### config.mk
export PLATFORM = sky130hd
export DESIGN_NAME = utf8_to_ucs2_decoder
export DESIGN_NICKNAME = d
export VERILOG_FILES = /design/src/sv/u2u_pkg.sv /design/src/sv/u2u_in_reg.sv /design/src/sv/u2u_decode.sv /design/src/sv/u2u_out_reg.sv /design/src/sv/utf8_to_ucs2_decoder.sv
export SDC_FILE = /design/constraint.sdc
export NUM_CORES = 1
export LEC_CHECK = 0
export BUFFER_PORTS_ARGS = -buffer_cell sky130_fd_sc_hd__buf_2
export CORE_MARGIN = 2
export CORE_UTILIZATION = 51
export CTS_BUF_LIST = sky130_fd_sc_hd__clkbuf_2 sky130_fd_sc_hd__clkbuf_4 sky130_fd_sc_hd__clkbuf_8
export DETAILED_ROUTE_END_ITERATION = 10
export PLACE_DENSITY = 0.82
export RECOVER_POWER = 100
export SLEW_MARGIN = 20
export SYNTH_ARGS = -nofsm -noshare
export SYNTH_HDL_FRONTEND = slang
export SYNTH_HIERARCHICAL = 1
export SYNTH_SLANG_ARGS = --single-unit
### constraint.sdc
create_clock -name i_clk -period 2 [get_ports i_clk]
set_input_delay 0.4 -clock i_clk [delete_from_list [all_inputs] [get_ports i_clk]]
set_output_delay 0.4 -clock i_clk [all_outputs]
set_load 0.02 [all_outputs]
### src/sv/u2u_pkg.sv
// ----------------------------------------------------------------------------
// u2u_pkg
// Shared types and codes of the UTF-8 to UCS-2 decoder.
// ----------------------------------------------------------------------------
`default_nettype none

package u2u_pkg;

    localparam int unsigned BYTE_W = 8;
    localparam int unsigned UNIT_W = 16;
    localparam int unsigned STAT_W = 2;
    localparam int unsigned PEND_W = 2;
    localparam int unsigned PART_W = 10;

    // Result status codes.
    localparam logic [STAT_W-1:0] ST_OK      = 2'd0;
    localparam logic [STAT_W-1:0] ST_INVALID = 2'd1;
    localparam logic [STAT_W-1:0] ST_TRUNC   = 2'd2;

    // Continuation bytes still expected.
    localparam logic [PEND_W-1:0] PEND_NONE = 2'd0;
    localparam logic [PEND_W-1:0] PEND_ONE  = 2'd1;
    localparam logic [PEND_W-1:0] PEND_TWO  = 2'd2;

    typedef struct packed {
        logic [BYTE_W-1:0] byte_in;
        logic              stream_end;
    } t_item;

    typedef struct packed {
        logic [UNIT_W-1:0] code_unit;
        logic [STAT_W-1:0] status;
        logic              last_unit;
    } t_result;

endpackage

`default_nettype wire

### src/sv/u2u_in_reg.sv
// ----------------------------------------------------------------------------
// u2u_in_reg
// Input register stage: captures one byte transfer and holds it until the
// decode stage consumes it.
// ----------------------------------------------------------------------------
`default_nettype none

module u2u_in_reg (
    input  wire logic          i_clk,
    input  wire logic          i_rst_n,
    input  wire logic          i_valid,
    output logic               o_ready,
    input  wire u2u_pkg::t_item i_item,
    output logic               o_valid,
    output u2u_pkg::t_item     o_item,
    input  wire logic          i_take
);
    import u2u_pkg::*;

    logic  r_valid;
    t_item r_item;

    assign o_ready = !r_valid || i_take;
    assign o_valid = r_valid;
    assign o_item  = r_item;

    always_ff @(posedge i_clk) begin
        if (!i_rst_n) begin
            r_valid <= 1'b0;
        end else if (o_ready) begin
            r_valid <= i_valid;
        end
    end

    always_ff @(posedge i_clk) begin
        if (o_ready && i_valid) begin
            r_item <= i_item;
        end
    end

endmodule

`default_nettype wire

### src/sv/u2u_decode.sv
// ----------------------------------------------------------------------------
// u2u_decode
// Sequence state and per-byte decode logic: gathers payload bits of multi-byte
// sequences and forms at most one result per byte.
// ----------------------------------------------------------------------------
`default_nettype none

module u2u_decode (
    input  wire logic           i_clk,
    input  wire logic           i_rst_n,
    input  wire logic           i_valid,
    input  wire u2u_pkg::t_item i_item,
    input  wire logic           i_take,
    output logic                o_res_valid,
    output u2u_pkg::t_result    o_res
);
    import u2u_pkg::*;

    logic [PEND_W-1:0] r_pending;
    logic [PART_W-1:0] r_partial;
    logic [PEND_W-1:0] n_pending;
    logic [PART_W-1:0] n_partial;
    logic [5:0]        payload;
    logic [BYTE_W-1:0] b;
    logic              last;

    assign b       = i_item.byte_in;
    assign last    = i_item.stream_end;
    assign payload = b[5:0];

    always_comb begin
        n_pending       = r_pending;
        n_partial       = r_partial;
        o_res_valid     = 1'b0;
        o_res.code_unit = '0;
        o_res.status    = ST_OK;
        o_res.last_unit = last;
        if (r_pending == PEND_ONE) begin
            o_res_valid     = 1'b1;
            o_res.code_unit = {r_partial, payload};
            n_pending       = PEND_NONE;
            n_partial       = '0;
        end else if (r_pending[1]) begin
            // Two continuations expected; a pending count of three acts the same.
            if (last) begin
                o_res_valid  = 1'b1;
                o_res.status = ST_TRUNC;
                n_pending    = PEND_NONE;
                n_partial    = '0;
            end else begin
                n_partial = {r_partial[3:0], payload};
                n_pending = PEND_ONE;
            end
        end else if (!b[7]) begin
            o_res_valid     = 1'b1;
            o_res.code_unit = {{(UNIT_W-BYTE_W){1'b0}}, b};
        end else if (b[7:4] == 4'hE) begin
            if (last) begin
                o_res_valid  = 1'b1;
                o_res.status = ST_TRUNC;
            end else begin
                n_partial = {6'd0, b[3:0]};
                n_pending = PEND_TWO;
            end
        end else if (b[7:5] == 3'b110) begin
            if (last) begin
                o_res_valid  = 1'b1;
                o_res.status = ST_TRUNC;
            end else begin
                n_partial = {5'd0, b[4:0]};
                n_pending = PEND_ONE;
            end
        end else begin
            // Lone continuation byte or a lead of a four-byte or longer form.
            o_res_valid  = 1'b1;
            o_res.status = ST_INVALID;
        end
        if (!i_valid) begin
            o_res_valid = 1'b0;
        end
    end

    always_ff @(posedge i_clk) begin
        if (!i_rst_n) begin
            r_pending <= PEND_NONE;
            r_partial <= '0;
        end else if (i_take) begin
            r_pending <= n_pending;
            r_partial <= n_partial;
        end
    end

    a_end_clears: assert property (@(posedge i_clk) disable iff (!i_rst_n)
        (i_take && i_item.stream_end) |=> (r_pending == PEND_NONE && r_partial == '0))
        else $error("state not cleared after end of stream");

    a_err_zero: assert property (@(posedge i_clk) disable iff (!i_rst_n)
        (o_res_valid && o_res.status != ST_OK) |-> (o_res.code_unit == '0))
        else $error("nonzero code unit with error status");

    a_end_result: assert property (@(posedge i_clk) disable iff (!i_rst_n)
        (i_valid && i_item.stream_end) |-> (o_res_valid && o_res.last_unit))
        else $error("end of stream without final result");

    a_last_from_end: assert property (@(posedge i_clk) disable iff (!i_rst_n)
        (o_res_valid && o_res.last_unit) |-> i_item.stream_end)
        else $error("final result without end of stream");

endmodule

`default_nettype wire

### src/sv/u2u_out_reg.sv
// ----------------------------------------------------------------------------
// u2u_out_reg
// Result register: holds one decoded unit until the output transfer.
// ----------------------------------------------------------------------------
`default_nettype none

module u2u_out_reg (
    input  wire logic             i_clk,
    input  wire logic             i_rst_n,
    input  wire logic             i_load,
    input  wire u2u_pkg::t_result i_res,
    output logic                  o_ready,
    output logic                  o_valid,
    output u2u_pkg::t_result      o_res,
    input  wire logic             i_ready
);
    import u2u_pkg::*;

    logic    r_valid;
    t_result r_res;

    assign o_ready = !r_valid || i_ready;
    assign o_valid = r_valid;
    assign o_res   = r_res;

    always_ff @(posedge i_clk) begin
        if (!i_rst_n) begin
            r_valid <= 1'b0;
        end else if (o_ready) begin
            r_valid <= i_load;
        end
    end

    always_ff @(posedge i_clk) begin
        if (o_ready && i_load) begin
            r_res <= i_res;
        end
    end

endmodule

`default_nettype wire

### src/sv/utf8_to_ucs2_decoder.sv
// Path: a byte that completes a unit passes the input register and then the
// result register. The input register takes the byte at its input transfer,
// and the result register loads the unit when that byte leaves the input register.
// Throughput: one byte per cycle while the result register is free or the
// output is ready; the decode logic is a single shallow stage.
// Reset: synchronous active-low i_rst_n clears both valid flags and the
// pending sequence state; payload registers are not reset.
// ----------------------------------------------------------------------------
// utf8_to_ucs2_decoder
// Streams UTF-8 bytes in and UCS-2 code units out, with status per unit.
// ----------------------------------------------------------------------------
`default_nettype none

module utf8_to_ucs2_decoder (
    input  wire logic        i_clk,
    input  wire logic        i_rst_n,
    input  wire logic        i_s_tvalid,
    output logic             o_s_tready,
    input  wire logic [7:0]  i_s_tdata,   // [7:0] byte_in
    input  wire logic        i_s_tlast,   // stream_end
    output logic             o_m_tvalid,
    input  wire logic        i_m_tready,
    output logic [15:0]      o_m_tdata,   // [15:0] code_unit
    output logic [1:0]       o_m_tuser,   // [1:0] status
    output logic             o_m_tlast    // last_unit
);
    import u2u_pkg::*;

    t_item   in_item;
    t_item   stage_item;
    t_result dec_res;
    t_result out_res;
    logic    stage_valid;
    logic    dec_valid;
    logic    out_ready;
    logic    take;

    assign in_item.byte_in    = i_s_tdata;
    assign in_item.stream_end = i_s_tlast;

    // A byte leaves the input register when it makes no result or the
    // result register can take the one it makes.
    assign take = stage_valid && (!dec_valid || out_ready);

    u2u_in_reg u_in (
        .i_clk   (i_clk),
        .i_rst_n (i_rst_n),
        .i_valid (i_s_tvalid),
        .o_ready (o_s_tready),
        .i_item  (in_item),
        .o_valid (stage_valid),
        .o_item  (stage_item),
        .i_take  (take)
    );

    u2u_decode u_dec (
        .i_clk       (i_clk),
        .i_rst_n     (i_rst_n),
        .i_valid     (stage_valid),
        .i_item      (stage_item),
        .i_take      (take),
        .o_res_valid (dec_valid),
        .o_res       (dec_res)
    );

    u2u_out_reg u_out (
        .i_clk   (i_clk),
        .i_rst_n (i_rst_n),
        .i_load  (dec_valid),
        .i_res   (dec_res),
        .o_ready (out_ready),
        .o_valid (o_m_tvalid),
        .o_res   (out_res),
        .i_ready (i_m_tready)
    );

    assign o_m_tdata = out_res.code_unit;
    assign o_m_tuser = out_res.status;
    assign o_m_tlast = out_res.last_unit;

endmodule

`default_nettype wire
==> run_results.csv, run 1 <==
group,metric,value,unit
finish,drive_gt1_share,37.64,%
power_and_ir_drop,comb_power_share,9.7,%
setup_path,worstSetupStartpoint,"u_in/o_item[5]",
route,drtIter0Drc,42,
finish,design_area,0.002145,mm²
logic_synthesis,syn_area,0.001729,mm²
global_routing,grt_use_total,15.89,%
finish,finalNetCount,190,
power_and_ir_drop,power.leakage,0.8980,nW
cts,cts.sinks,42,
logic_synthesis,ys_types,32,
power_and_ir_drop,p_int,0.001437,W
cts,clockBufferDepth,2,
floorplan,die-area,0.003873,mm²
cts,tritoncts,"built",
timing,setup_tns,-72.50,ps
logic_synthesis,syn_area_per_cell,13.30,µm²
setup_path,regToRegStartpoint,"u_in/o_item[5]",
route,routed_wl,2845,µm
cts,clkSlewWorstSetupHoldPaths,120,ps
cts,cts_buffers,5,
timing,slew_viol_final,0,
route,dr.pass1.iters,4,
floorplan,rows,21,
power_and_ir_drop,swShare,20.95,%
cts,root_buffer,"clkbuf_4",
status,violations,"setup timing",
status,status,"finished, violations left",
cts,worst_skew_pair.late_latency,350,ps
power_and_ir_drop,clkPwrFrac,36.1,%
global_routing,grt_pass1_vias,1076,
run,drv_cap,0,
timing,max_clock_freq,482.5,MHz
worst_hold_path,hold_class,"in -> reg",
setup_path,crit_slowest_cell,"edfxtp_1",
timing,period_needed,2073,ps
setup_path,crit_cells,6,
global_routing,antenna_found_initial,0,
setup_path,cpMostUsedCell,"a21boi_2",
global_routing,grt_max_degree,25,
global_routing,gr-total-overflow,0,
logic_synthesis,yosysWarnings,6,
logic_synthesis,ys_seq_elements,42,
cts,holdBufCountCts,0,
setup_path,path_delay_family,"compound AO/OA/AOI/OAI gates",
setup_path,reg2regPathDepth,9,
setup_path,ff2ff_setup_slack,100,ps
place,port_buffers,33,
setup_path,r2r_end,"u_dec/r_partial[9]",
global_routing,met3_usage,4.891,%
worst_hold_path,hold_path_end,"u_in/o_item[2]",
logic_synthesis,synthFlopType,"edfxtp_1",
logic_synthesis,async_flop_share,0,%
setup_path,path_max_fanout,2,
global_routing,met2_usage,25.68,%
cts,h-tree-depth,2,
timing,max-slew-margin-rel,73.90,%
floorplan,ios,34,
setup_path,slowest_delay,420,ps
worst_hold_path,min_from,"i_s_tdata[1]",
place,place_area,0.001983,mm²
global_routing,busiest_layer,"met2",
timing,worst_slew_pin_slew,380.6,ps
power_and_ir_drop,power_density,847.8,mW/mm²
place,place_ws,-30.43,ps
global_routing,grt_pass1_wl,4823,µm
route,vias,1145,
floorplan,die_w,62.23,µm
route,post_drt_wl_per_cell,12.70,µm
route,vias_per_cell,5.112,
setup_path,end_kind,"primary output",
floorplan,initial_utilization,52.65,%
power_and_ir_drop,p_switching,0.0003809,W
logic_synthesis,synth.net_count,143,
worst_hold_path,hold_depth,1,
logic_synthesis,yosysSeqAreaShare,64.83,%
setup_path,worst_setup_path_start_kind,"flop",
timing,setup_ws,-72.50,ps
floorplan,die_h,62.23,µm
floorplan,fp.coreArea,0.003284,mm²
finish,antenna_cells,0,
setup_path,critical_path_class,"reg -> out",
place,place_congestion,0.9392,
power_and_ir_drop,ir_drop,464.4,µV
finish,final_core_util,65.30,%
route,drc,0,
setup_path,worstPathCellList,"a21boi_2 > a21oi_2 > o21a_1 > a21boi_2 > nand2b_4 > buf_6",
timing,hold_viol,0,
global_routing,grtUsageMet1,19.71,%
route,final_antenna_net_count,0,
timing,setup_viol,1,
setup_path,cp.arrival,1670,ps
place,dp_hpwl,2007,µm
finish,synthToLayoutAreaGrowth,24.02,%
logic_synthesis,synth_cells,130,
setup_path,required,1600,ps
power_and_ir_drop,seqPwrFrac,54.2,%
timing,fin_skew,8.555,ps
logic_synthesis,synth_edf_count,28,
timing,rsz0062_at_grt,"true",
timing,min_period_over_period,103.6,%
setup_path,critPathBufInv,1,
==> power groups by stage <==
stage / sequential (W) / combinational [W] / clock [W]
2_1_floorplan: 0.00104 / 0.0000717 / 0
3_3_place_gp: 0.00100 / 0.000157 / 0
6_report: 0.000986 / 0.000176 / 0.000657
3_5_place_dp: 0.00101 / 0.000160 / 0
4_1_cts: 0.000986 / 0.000172 / 0.000674
5_1_grt: 0.000991 / 0.000189 / 0.000714
==> layout by cell type, fill, tap and decap left out, types with 5 or more instances in the layout <==
cell,n
inv_1,5
and3_1,15
clkbuf_4,5
buf_2,32
edfxtp_1,28
nand2_1,10
mux2i_1,11
nand3_1,10
dfxtp_1,14
buf_4,12
==> flip-flops by register name, summed over array words and instances, names as in the netlist <==
signal	cells
u_out/o_res	19
u_dec/r_partial	10
u_in/o_item	9
u_dec/r_pending	2
u_in/o_valid	1
u_out/o_valid	1
==> area by class of cell <==
cell class / count / area [µm²]
well taps: 46 / 57.56
fillers: 235 / 1140
flip-flops and latches: 42 / 1121
inverters: 5 / 18.77
clock inverters: 3 / 68.82
repair buffers: 47 / 285.3
clock buffers: 5 / 37.54
multi-input cells: 76 / 555.5
==> kinds of logic (layout without fill, tap and decap cells) <==
| kind of cell | count (synthesis) | count (layout) | share of synthesized area (%) |
|---|---|---|---|
| compound gates | 13 | 13 | 6.150 |
| simple gates | 52 | 52 | 18.96 |
| mux | 11 | 11 | 6.368 |
| flops | 42 | 42 | 64.83 |
| buf+inv | 12 | 60 | 3.690 |
==> layer usage <==
layer / share of wire [%] / vias to the layer above
met3: 5.2 / 5
met1: 43 / 539
met4: 1.7 / 0
li1: - / 568
met2: 50 / 33
met5: 0 / -
==> worst max-delay path by stage <==
stage / end / slack [ps]
2_1_floorplan: u_in/o_item[0] / 60
3_3_place_gp: u_dec/r_partial[6] / 90
3_5_place_dp: u_dec/r_partial[9] / -30
4_1_cts: o_s_tready / -90
5_1_grt: o_s_tready / -180
6_report: o_s_tready / -70
==> cells in the mapped netlist, drive strengths merged, types with 2 or more instances <==
| library cell | count | area [µm²] |
|---|---|---|
| nand3 | 10 | 50.05 |
| dfxtp | 14 | 280.3 |
| edfxtp | 28 | 840.8 |
| mux2i | 11 | 110.1 |
| a21boi | 4 | 37.54 |
| nand2 | 10 | 37.54 |
| o21ai | 2 | 13.76 |
| inv | 5 | 18.76 |
| and2 | 2 | 17.52 |
| clkbuf | 4 | 15.01 |
| buf | 3 | 30.03 |
| nor2 | 3 | 11.26 |
| nand2b | 3 | 41.29 |
| nand3b | 2 | 27.53 |
| nor2b | 3 | 18.77 |
| and3 | 15 | 93.84 |
| o21a | 2 | 15.01 |
==> metrics by stage <==
| stage | hold slack [ps] | std cells | total power, W |
|---|---|---|---|
| 6_report | 211.8 | 224 | 0.001818 |
| 3_5_place_dp | 455.1 | 210 | 0.001166 |
| 5_1_grt | 186.5 | 224 | 0.001894 |
| 3_3_place_gp | 444.6 | 210 | 0.001160 |
| 2_1_floorplan | 430.5 | 130 | 0.001107 |
| 4_1_cts | 199.0 | 222 | 0.001832 |
==> what timing repair did <==
action	4_1_cts	5_1_grt
pin swaps	4	4
resized for setup	5	0
endpoints found under the hold margin	0	0
setup buffers	4	2
setup endpoints to repair	11	8
Note: power is estimated with default switching activity, not from simulation.
==> run 2: changes to the inputs <==
--- a/config.mk
+++ b/config.mk
@@ -5,6 +5,7 @@
 export SDC_FILE = /design/constraint.sdc
 export NUM_CORES = 1
 export LEC_CHECK = 0
+export ABC_AREA = 1
 export BUFFER_PORTS_ARGS = -buffer_cell sky130_fd_sc_hd__buf_2
 export CORE_MARGIN = 2
 export CORE_UTILIZATION = 51
==> run 2 against run 1 <==
Effect of this change: the flow still finishes with violations (setup timing); worst hold slack better by 7.4 ps; wire length grew 3.3%; sequential share of layout area grew 0.74 points; clock power down 35%; synthesized cell count is 32% higher; final cell count grew 20%; maximum frequency increased by 2.9%; critical path depth rose by 2; largest power group unchanged.
==> run_results.csv, run 2 <==
group,metric,value,unit
finish,antenna_cells,0,
timing,setup_ws,-13.76,ps
power_and_ir_drop,ir_drop,496.0,µV
setup_path,worst_setup_path_start_kind,"flop",
setup_path,path_max_fanout,2,
global_routing,grt_max_degree,20,
logic_synthesis,async_flop_share,0,%
setup_path,cp.arrival,1610,ps
cts,clockBufferDepth,2,
cts,worst_skew_pair.late_latency,340,ps
logic_synthesis,ys_types,22,
setup_path,end_kind,"primary output",
cts,holdBufCountCts,0,
timing,worst_slew_pin_slew,562.2,ps
timing,slew_viol_final,0,
floorplan,ios,34,
route,routed_wl,2939,µm
worst_hold_path,hold_class,"in -> reg",
cts,tritoncts,"built",
logic_synthesis,yosysSeqAreaShare,65.26,%
finish,fillers,261,
finish,largest_reg_flops,19,
logic_synthesis,yosysWarnings,6,
route,post_drt_wl_per_cell,10.93,µm
timing,fin_skew,9.131,ps
logic_synthesis,synthFlopType,"edfxtp_1",
place,port_buffers,33,
global_routing,gr-total-overflow,0,
route,drtIter0Drc,43,
finish,mostFrequentLayoutCell,"buf_2",
timing,hold_viol,0,
logic_synthesis,synth.most_common_cell,"nor2_1",
timing,max-slew-margin-rel,62.12,%
status,violations,"setup timing",
finish,synthToLayoutAreaGrowth,23.09,%
timing,setup_viol,1,
global_routing,grt_pass1_vias,1115,
global_routing,antenna_found_initial,0,
logic_synthesis,synthTopCellsByArea,"edfxtp_1 49%, dfxtp_1 16%, nor2_1 6.3%, inv_1 5.9%, nand2_1 5.5%",
cts,cts_buffers,5,
timing,min_period_over_period,100.7,%
logic_synthesis,synth_edf_count,28,
place,dp_hpwl,2006,µm
floorplan,rows,21,
logic_synthesis,synth_common_cells,"29 x nor2_1, 28 x edfxtp_1, 27 x inv_1",
route,dr.pass1.iters,4,
setup_path,critical_path_class,"reg -> out",
setup_path,required,1600,ps
route,vias,1286,
cts,cts.sinks,42,
global_routing,grt_use_total,16.66,%
route,drc,0,
place,place_congestion,0.9007,
cts,root_buffer,"clkbuf_4",
logic_synthesis,syn_area_per_cell,9.988,µm²
floorplan,die_w,62.04,µm
global_routing,grt_pass1_wl,4491,µm
timing,period_needed,2014,ps
finish,drive_gt1_share,33.63,%
cts,h-tree-depth,2,
floorplan,fp.coreArea,0.003284,mm²
cts,clkSlewWorstSetupHoldPaths,110,ps
run,drv_cap,0,
logic_synthesis,synth_cells,172,
route,vias_per_cell,4.781,
finish,finalNetCount,235,
logic_synthesis,syn_area,0.001718,mm²
place,place_ws,139.6,ps
route,final_antenna_net_count,0,
floorplan,initial_utilization,52.30,%
floorplan,die_h,62.04,µm
timing,rsz0062_at_grt,"true",
floorplan,die-area,0.003849,mm²
logic_synthesis,netlist.area_leader.share,48.94,%
logic_synthesis,synth.net_count,185,
status,status,"finished, violations left",
logic_synthesis,ys_seq_elements,42,
power_and_ir_drop,power_density,758.6,mW/mm²
timing,max_clock_freq,496.6,MHz
power_and_ir_drop,power,0.001604,W
finish,layout.cells.most_common_list,"32 x buf_2, 29 x nor2_1, 28 x edfxtp_1",
logic_synthesis,yosysTopAreaCell,"edfxtp_1",
power_and_ir_drop,power.leakage,0.9026,nW
## run 2: final timing paths
path	to	cells after the start	start	slack, ps
max	o_s_tready	8	u_in/o_item[5]	-10
min	u_in/o_item[2]	1	i_s_tdata[1]	220
max reg2reg	u_in/o_item[7]	10	u_in/o_item[5]	120
min reg2reg	u_dec/r_partial[4]	2	u_dec/r_partial[4]	470
## run 2: cell type report
type,instances,area (µm²),area share (%)
Tap cell,46,57.56,2.722
Sequential cell,42,1121,53.02
Multi-Input combinational cell,95,469.2,22.19
Inverter,32,121.4,5.740
Clock buffer,7,58.81,2.781
Timing Repair Buffer,46,281.5,13.31
Clock inverter,1,5.005,0.2367
## run 2: worst max-delay path, cell delays in order (launching register included)
cell and delay, ps:
edfxtp_1 440, a21oi_2 190, nand2_1 90, nand2_1 80, a21boi_2 60, a21oi_2 170, inv_2 60, nand2_2 70
buf_6 110
## run 2: logic make-up (layout without fill, tap and decap cells)
logic type	count (synthesis)	in the layout	share of synthesized area, %
AO/OA/AOI/OAI	21	21	6.920
buffers and inverters	35	86	8.448
flip-flops	42	42	65.26
AND/OR/NAND/NOR	74	74	19.37
## run 2: timing repair
action,CTS,global route
endpoints found under the setup margin,1,2
pin swaps,3,3
resized for setup,5,1
setup buffers,4,6
hold endpoints to repair,0,0
## run 2: power breakdown
part           total [W]  switching, W  leakage [nW]  internal (W)
clock network   0.000430      0.000246        0.0387      0.000184
registers       0.000986     0.0000173         0.385      0.000969
logic           0.000188      0.000116         0.478     0.0000726
total            0.00160      0.000378         0.903       0.00123
## run 2: stage by stage
step                cell area (µm²)  hold WS [ps]  utilization, %  setup TNS, ps  instances
detailed placement             1959         454.7           59.66              0        251
floorplan                      1725         439.0               -              0        172
CTS                            2067         214.6           62.93         -3.609        263
finish                         2115         219.2           64.38         -13.76        269
global placement               1959         450.8           59.66              0        251
global route                   2115         199.8           64.38         -104.4        269
## run 2: per-layer routing
layer / GRT usage (%) / up-vias / wire length (µm)
met5: 0 / - / 0
met4: 7.903 / 0 / 67
met3: 6.418 / 7 / 163
met2: 27.53 / 38 / 1481
met1: 18.94 / 591 / 1226
li1: - / 650 / -
==> run 3: changes to the inputs <==
==> constraint.sdc (replaced) <==
create_clock -name i_clk -period 2 [get_ports i_clk]
set_input_delay 0.1 -clock i_clk [delete_from_list [all_inputs] [get_ports i_clk]]
set_output_delay 0.1 -clock i_clk [all_outputs]
set_load 0.02 [all_outputs]
==> run 3 against run 2 <==
Effect of this change: maximum frequency is 8.0% higher; clock skew up 0.76 ps; non-clock buffer count up 1; cell area shrank 0.41%; sequential share of layout area increased by 0.22 points; the run now ends clean; worst hold slack got worse by 190 ps.
==> run_results.csv, run 3 (synthesis results as in run 2) <==
group,metric,value,unit
power_and_ir_drop,swShare,22.24,%
cts,cts_buffers,5,
finish,mostFrequentLayoutCell,"nor2_1",
run,drv_cap,0,
floorplan,initial_utilization,52.30,%
setup_path,worst_setup_path_start_kind,"flop",
floorplan,rows,21,
finish,instances_no_fill,270,
place,dp_hpwl,2155,µm
setup_path,required,1900,ps
finish,layout.cells.most_common_list,"30 x nor2_1, 28 x inv_1, 28 x edfxtp_1",
finish,finalNetCount,236,
setup_path,cp.arrival,1760,ps
power_and_ir_drop,comb_power_share,9.8,%
power_and_ir_drop,seqPwrFrac,57.3,%
power_and_ir_drop,ir_drop,501.2,µV
setup_path,path_delay_family,"compound AO/OA/AOI/OAI gates",
power_and_ir_drop,p_switching,0.0003831,W
global_routing,gr-total-overflow,0,
timing,max-slew-margin-rel,62.48,%
route,final_antenna_net_count,0,
timing,period_needed,1865,ps
setup_path,crit_slowest_cell,"edfxtp_1",
timing,fin_skew,9.886,ps
timing,setup_viol,0,
cts,clkSlewWorstSetupHoldPaths,110,ps
floorplan,die_w,62.04,µm
route,vias_per_cell,4.785,
timing,worst_slew_pin_slew,556.9,ps
setup_path,path_max_fanout,4,
route,vias,1292,
floorplan,die_h,62.04,µm
setup_path,cpMostUsedCell,"nand2_1",
floorplan,ios,34,
place,place_congestion,0.8596,
route,dr.pass1.iters,4,
setup_path,critical_path_class,"reg -> out",
cts,tritoncts,"built",
place,port_buffers,33,
global_routing,grt_pass1_vias,1138,
finish,drive_gt1_share,18.75,%
route,routed_wl,3090,µm
setup_path,critPathBufInv,2,
timing,hold_viol,0,
cts,worst_skew_pair.late_latency,340,ps
cts,h-tree-depth,2,
timing,max_clock_freq,536.2,MHz
power_and_ir_drop,power.leakage,0.8315,nW
finish,synthToLayoutAreaGrowth,22.58,%
place,placedCellCount,251,
status,status,"complete, no violations",
global_routing,grt_pass1_wl,4864,µm
setup_path,worstPathCellList,"a21oi_1 > nand2_1 > nand2_1 > a21boi_1 > a21oi_2 > inv_2 > nand2_2 > buf_2",
timing,min_period_over_period,93.25,%
finish,largest_reg_flops,19,
power_and_ir_drop,clkPwrFrac,32.8,%
finish,antenna_cells,0,
power_and_ir_drop,power_density,818.1,mW/mm²
route,post_drt_wl_per_cell,11.44,µm
route,drtIter0Drc,60,
floorplan,fp.coreArea,0.003284,mm²
setup_path,slowest_delay,440,ps
route,drc,0,
global_routing,grt_use_total,18.04,%
timing,slew_viol_final,0,
cts,root_buffer,"clkbuf_4",
setup_path,end_kind,"primary output",
power_and_ir_drop,p_int,0.001339,W
finish,final_core_util,64.11,%
global_routing,grt_max_degree,20,
floorplan,die-area,0.003849,mm²
global_routing,antenna_found_initial,0,
cts,cts.sinks,42,
worst_hold_path,hold_class,"in -> reg",
cts,clockBufferDepth,2,
run 3: changes by cell type in the layout (fill, tap and decap cells not counted), moves of 8 or more:
cell	change
buf_2	-19
buf_4	-8
clkbuf_1	+20
dlygate4sd3_1	+9
run 3: power by group through the flow:
stage               Clock, W  Sequential, W  Combinational (W)
floorplan                  0        0.00103          0.0000775
global placement           0        0.00101           0.000161
detailed placement         0        0.00101           0.000164
CTS                 0.000576       0.000987           0.000178
global route        0.000615       0.000992           0.000189
finish              0.000565       0.000988           0.000169
run 3: layout make-up:
cell class | count | area [µm²]
clock inverter | 1 | 30.03
clock buffer | 7 | 58.81
tap | 46 | 57.56
sequential | 42 | 1121
fill | 294 | 1179
timing repair buffer | 47 | 265.3
inverter | 32 | 121.4
multi-input combinational | 95 | 451.7
run 3: through the flow:
step / setup WS [ps] / hold WS (ps) / TNS, ps / cell area (µm²) / power [W]
final: 135.0 / 26.87 / 0 / 2106 / 0.001723
after global routing: -35.73 / 24.85 / -125.1 / 2106 / 0.001796
after CTS: 87.70 / 18.18 / 0 / 2138 / 0.001740
after detailed placement: 183.1 / 278.1 / 0 / 1959 / 0.001171
after global placement: 272.2 / 276.0 / 0 / 1959 / 0.001167
after floorplan: 41.48 / 198.9 / 0 / 1725 / 0.001110
run 3: repair_timing:
| action | in CTS | in global routing |
|---|---|---|
| hold endpoints to repair | 9 | 0 |
| buffers inserted | 0 | 2 |
| endpoints found under the setup margin | 0 | 2 |
| gates resized for setup | 0 | 1 |
| hold buffers | 9 | 0 |
run 3: worst paths after layout:
check                           slack (ps)          startpoint  cells after the start                  to
worst max-delay path                   140      u_in/o_item[5]                      8          o_s_tready
worst min-delay path                    30          i_m_tready                      4       u_out/o_valid
worst max register to register         160      u_in/o_item[5]                      8      u_in/o_item[2]
worst min register to register         470  u_dec/r_partial[9]                      2  u_dec/r_partial[9]
run 3: tightest hold or removal path: cells and delay by family:
family	cells	cell delay (ps)
buffers and inverters	2	120
AO/OA/AOI/OAI	1	50
AND/OR/NAND/NOR	1	60
run 3: metal layers:
metal / vias up / global-route usage (%) / wire, µm
met4: 0 / 6.991 / 63
met5: - / 0 / 0
met3: 7 / 6.211 / 146
met1: 596 / 21.59 / 1290
li1: 651 / - / -
met2: 38 / 29.91 / 1590
